[src/cpa_pkg.sv]
// ----------------------------------------------------------------------------
// cpa_pkg
// Types, codes and widths shared by the cell pedestal accumulator modules.
// ----------------------------------------------------------------------------
package cpa_pkg;

  localparam int SUM_W = 44;
  localparam int SQ_W  = 56;
  localparam int CNT_W = 32;
  localparam int MEM_W = SUM_W + SQ_W + CNT_W;
  localparam int POS_W = 11;

  typedef enum logic [1:0] {
    ACT_HEADER = 2'd0,
    ACT_SAMPLE = 2'd1,
    ACT_READ   = 2'd2,
    ACT_NONE   = 2'd3
  } action_e;

  typedef enum logic [1:0] {
    CAUSE_NONE   = 2'd0,
    CAUSE_EVNUM  = 2'd1,
    CAUSE_TIMING = 2'd2
  } cause_e;

  typedef enum logic [2:0] {
    CFG_TIMING_EN  = 3'd0,
    CFG_PERIOD     = 3'd1,
    CFG_MIN_EVENT  = 3'd2,
    CFG_WIN_START  = 3'd3,
    CFG_WIN_MARGIN = 3'd4
  } cfg_idx_e;

  typedef enum logic [3:0] {
    ST_CLEAR,
    ST_IDLE,
    ST_HDR,
    ST_SDIV,
    ST_SADDR,
    ST_SRD,
    ST_SWR,
    ST_RRD,
    ST_ROUT
  } state_e;

  typedef struct packed {
    logic [1:0]  action;
    logic [47:0] clock_count;
    logic [31:0] event_number;
    logic [10:0] samples_in_event;
    logic [3:0]  channel;
    logic [9:0]  position;
    logic [9:0]  stop_cell;
    logic [11:0] sample_value;
    logic [9:0]  read_cell;
  } in_item_t;

  typedef struct packed {
    logic             result_kind;
    logic             event_accepted;
    logic [1:0]       reject_cause;
    logic [SUM_W-1:0] cell_sum;
    logic [SQ_W-1:0]  cell_sum_squares;
    logic [CNT_W-1:0] cell_count;
    logic             cell_empty;
  } result_t;

  typedef struct packed {
    logic capture;
    logic clr_step;
    logic hdr;
    logic sdiv;
    logic saddr;
    logic mem_rd;
    logic rd_sample;
    logic s_wr;
    logic r_out;
  } cmd_t;

  typedef struct packed {
    logic win_ok;
    logic clr_last;
  } stat_t;

endpackage

[src/cpa_ctrl.sv]
// ----------------------------------------------------------------------------
// cpa_ctrl
// Sequencer: clearing pass, header check, sample read-modify-write, read.
// ----------------------------------------------------------------------------
module cpa_ctrl import cpa_pkg::*; (
  input  logic       clk_i,
  input  logic       rst_ni,
  input  logic       start,
  input  logic [1:0] action_i,
  input  stat_t      stat_i,
  output cmd_t       cmd_o,
  output logic       busy
);

  state_e state_q, state_d;

  always_ff @(posedge clk_i or negedge rst_ni) begin
    if (!rst_ni) begin
      state_q <= ST_CLEAR;
    end else begin
      state_q <= state_d;
    end
  end

  always_comb begin
    state_d = state_q;
    cmd_o   = '0;
    unique case (state_q)
      ST_CLEAR: begin
        cmd_o.clr_step = 1'b1;
        if (stat_i.clr_last) begin
          state_d = ST_IDLE;
        end
      end
      ST_IDLE: begin
        if (start) begin
          cmd_o.capture = 1'b1;
          unique case (action_i)
            ACT_HEADER: state_d = ST_HDR;
            ACT_SAMPLE: state_d = ST_SDIV;
            ACT_READ:   state_d = ST_RRD;
            default:    state_d = ST_IDLE;
          endcase
        end
      end
      ST_HDR: begin
        cmd_o.hdr = 1'b1;
        state_d   = ST_IDLE;
      end
      ST_SDIV: begin
        cmd_o.sdiv = 1'b1;
        state_d    = ST_SADDR;
      end
      ST_SADDR: begin
        cmd_o.saddr = 1'b1;
        state_d     = stat_i.win_ok ? ST_SRD : ST_IDLE;
      end
      ST_SRD: begin
        cmd_o.mem_rd    = 1'b1;
        cmd_o.rd_sample = 1'b1;
        state_d         = ST_SWR;
      end
      ST_SWR: begin
        cmd_o.s_wr = 1'b1;
        state_d    = ST_IDLE;
      end
      ST_RRD: begin
        cmd_o.mem_rd = 1'b1;
        state_d      = ST_ROUT;
      end
      ST_ROUT: begin
        cmd_o.r_out = 1'b1;
        state_d     = ST_IDLE;
      end
      default: state_d = ST_IDLE;
    endcase
  end

  assign busy = (state_q != ST_IDLE);

endmodule

[config.mk]
export PLATFORM = sky130hd
export DESIGN_NAME = cpa_ctrl
export DESIGN_NICKNAME = d
export VERILOG_FILES = /design/src/cpa_pkg.sv /design/src/cpa_ctrl.sv
export SDC_FILE = /design/constraint.sdc
export NUM_CORES = 1
export LEC_CHECK = 0
export ABC_AREA = 1
export BUFFER_PORTS_ARGS = -buffer_cell sky130_fd_sc_hd__buf_4
export CAP_MARGIN = 20
export CELL_PAD_IN_SITES_DETAIL_PLACEMENT = 0
export CELL_PAD_IN_SITES_GLOBAL_PLACEMENT = 2
export CORE_MARGIN = 5
export CORE_UTILIZATION = 21
export CTS_CLUSTER_DIAMETER = 200
export DETAILED_ROUTE_END_ITERATION = 10
export MAX_ROUTING_LAYER = met4
export PLACE_DENSITY = 0.83
export SLEW_MARGIN = 0
export SYNTH_ARGS = -nofsm -noshare
export SYNTH_HDL_FRONTEND = slang
export SYNTH_SLANG_ARGS = --single-unit
[constraint.sdc]
create_clock -name clk_i -period 1.95 [get_ports clk_i]
set_input_delay 0.0975 -clock clk_i [delete_from_list [all_inputs] [get_ports clk_i]]
set_output_delay 0.0975 -clock clk_i [all_outputs]
set_load 0.02 [all_outputs]
==> results.md <==
- RSZ-0062 raised after global routing: no
- Post-detailed-placement half-perimeter wirelength: 730.3 µm
- Sequential Area: 100.1 µm²
- Layout cell share with drive strength beyond 1: 44.12%
- Worst Hold Launch: start
- Standard cell core area: 0.001471 mm²
- Run status: complete, no violations
- Post-Synthesis Cell Area: 315.3 µm²
- Minimum period implied by the final worst setup slack: 1350 ps
- DRC errors left: 0
- Clock buffers created by TritonCTS: 3
- Register ranked first by flip-flop count: state_q
- Required time of the critical path: 1850 ps
- Leakage power: 0.2679 nW
- Flop pwr share: 21.0%
- Aggregate negative setup slack: 0 ps
- Hold/Removal Path Class: in2reg
- Post-CTS setup repair buffer count: 0
- Seq cells post-synth: 4
- Biggest area contributors in the synthesized netlist: sky130_fd_sc_hd__dfrtp_1 (32%), sky130_fd_sc_hd__nand2_1 (11%), sky130_fd_sc_hd__nor2_1 (11%)
- Worst reg-to-reg path cell count: 6
- Placed Cells: 80
- Post-route standard cell area excluding fillers: 488.0 µm²
- Register-to-register path setup slack: 850 ps
- Internal power: 354.0 µW
- Syn nets: 55
- Vias in the first global route: 341
- Comb pwr share: 65.1%
- Power per cell area: 1460 mW/mm²
- Number of antenna violations at the first check in global routing: 0
- Detail-routed via count per cell: 4.214
- Width of the die: 48.75 µm
- Crit. End Element: output port
- Boundary pin count: 17
- MaxCap Viol Count: 0
- Final worst slack: 600.5 ps
- Share of Yosys cell area claimed by the top area cell type: 31.75%
- Area growth from synthesis to final layout: 54.76%
- Via count of the routed design: 354
- Clock tree from TritonCTS: built
- Share of total power in the clock network: 14.0%
- Clk slew on worst S/H paths: 30 ps
- Area leader, netlist: sky130_fd_sc_hd__dfrtp_1
- Maximum operating frequency: 741.0 MHz
- Largest net degree at the start of global routing: 6
- Period utilization: 69.21%
- Switching part of the total: 50.32%
- Headroom to the max-slew limit: 86.24%
- Synth Warn #: 0
- Combined global-route utilization of all metal layers: 8.414%
- Start of the worst register-to-register path: state_q[3]$_DFFE_PN0P_
- Detailed Routing Iterations Pass 1: 1
- Pin slew with the least headroom to its limit: 204.8 ps
- Root Buffer: sky130_fd_sc_hd__clkbuf_4
- Area occupied by multi-input gates: 181.4 µm²
- Number of instances in the synthesized netlist: 48
- Maximum fanout along the worst path: 5
- Capturing point of the worst reg2reg path: state_q[2]$_DFFE_PN0P_
- Antenna violation net count after detailed routing: 0
- Detailed-route wire length per cell: 9.786 µm
- Starting Density: 21.43%
- Final-stage net count: 77
- Setup CP Type: reg2out
- Number of pins with negative max-slew slack in the final report: 0
- Final Setup Violations: 0
- Share of synthesized area occupied by flip-flops and latches: 31.75%
- Number of instances on the worst hold path: 4
- Die Footprint: 0.002377 mm²
- Switching power summed over all nets: 358.5 µW
- Largest registers: state_q x4
- Final Routed Wirelength: 822 µm
- Number of standard cells in the final layout excluding fillers: 84
- Setup clock skew after layout: 1.462 ps
- Number of buffers on the longest clock path: 2
- Avg Inst Size Synth: 6.569 µm²
- Sinks on the clock net: 4
- Placement row count: 14
- Placed cell area: 455.4 µm²
- Global-route wire length before repair: 1469 µm
- Number of flip-flops under the largest register name: 4
- Later-pin clock latency in the skew report: 230 ps
- Arrival time worst endpoint: 1250 ps
- Startpoint types: flop
- Worst vdd ir: 0.4594 mV
- Deepest level of the CTS H-tree: 1
- PortBufs: 16
- Starting DRC count in detailed routing: 0
- # diodes: 0
- Layout fillers: 173
- Fin. Hold Viols: 0
- Overflow left after global routing: 0
- Chip Height: 48.75 µm
- Number of unique standard cell types used by synthesis: 14
- Total design power: 712.5 µW
- Gp weighted congestion: 0.7459
- Post-Place Setup Slack: 844.3 ps
- Hold endpoint: state_q[0]$_DFFE_PN0P_
-- what timing repair did --
item	in CTS	in global routing
hold buffers	1	0
endpoints found under the hold margin	4	0
resized for setup	0	0
-- per-stage QoR --
stage | hold slack (ps) | utilization (%)
after detailed placement | -104.2 | 30.95
after global routing | 146.6 | 33.16
after CTS | 142.7 | 33.16
final | 149.1 | 33.16
after floorplan | -198.1 | -
after global placement | -105.4 | 30.95
-- cell type report --
| cell class | count | area share, % |
|---|---|---|
| flip-flops and latches | 4 | 20.51 |
| inverters | 9 | 6.923 |
| well taps | 16 | 4.103 |
| clock buffers | 3 | 4.615 |
| multi-input cells | 35 | 37.18 |
| repair buffers | 17 | 26.67 |
-- synthesized netlist by cell type --
library cell,instances
sky130_fd_sc_hd__nor2_2,3
sky130_fd_sc_hd__nor2_4,2
sky130_fd_sc_hd__nand3_2,1
sky130_fd_sc_hd__nand2_2,2
sky130_fd_sc_hd__nor3_1,4
sky130_fd_sc_hd__nand4_1,1
sky130_fd_sc_hd__nor2_1,9
sky130_fd_sc_hd__inv_1,7
sky130_fd_sc_hd__nand2_1,9
sky130_fd_sc_hd__inv_2,2
sky130_fd_sc_hd__nand3_1,2
sky130_fd_sc_hd__o21ai_1,1
sky130_fd_sc_hd__dfrtp_1,4
sky130_fd_sc_hd__a21oi_2,1
-- critical path: stages (launching register included) --
cell and delay (ps):
sky130_fd_sc_hd__dfrtp_1 410, sky130_fd_sc_hd__inv_1 150, sky130_fd_sc_hd__nand2_1 130, sky130_fd_sc_hd__nor3_1 170
sky130_fd_sc_hd__buf_4 170
-- cell families after synthesis --
family	Yosys count	share of synthesized area, %
flops	4	31.75
simple gates	33	53.17
buf+inv	9	10.72
compound gates	2	4.364
-- layout by cell type (no fill, tap or decap), drive strengths merged --
cell type    instances
buf                 16
nor2                14
nand2               11
inv                  9
nor3                 4
dfrtp                4
clkbuf               3
nand3                3
nand4                1
a21oi                1
o21ai                1
dlygate4sd3          1
-- routing by layer --
layer	global-route usage, %	share of wire [%]	up-vias
met2	11.30	47	9
met5	-	0	-
li1	-	-	190
met1	8.769	45	155
met4	5.381	0	0
met3	5.828	8.2	0
-- power by group through the flow --
stage               Clock (mW)  Combinational, mW  Sequential [mW]
floorplan                    0              0.317            0.145
global placement             0              0.474            0.150
detailed placement           0              0.469            0.151
CTS                      0.105              0.471            0.150
global route             0.118              0.515            0.156
finish                  0.0995              0.464            0.149
-- worst max-delay path by stage --
stage	startpoint	end	cells past startpoint
2_1_floorplan	state_q[3]$_DFFE_PN0P_	state_q[2]$_DFFE_PN0P_	7
3_5_place_dp	state_q[1]$_DFFE_PN0P_	cmd_o[0]	4
5_1_grt	state_q[1]$_DFFE_PN0P_	cmd_o[0]	4
6_report	state_q[1]$_DFFE_PN0P_	cmd_o[0]	4
4_1_cts	state_q[1]$_DFFE_PN0P_	cmd_o[0]	4
3_3_place_gp	state_q[1]$_DFFE_PN0P_	cmd_o[0]	4
(Power assumes the default switching activity.)
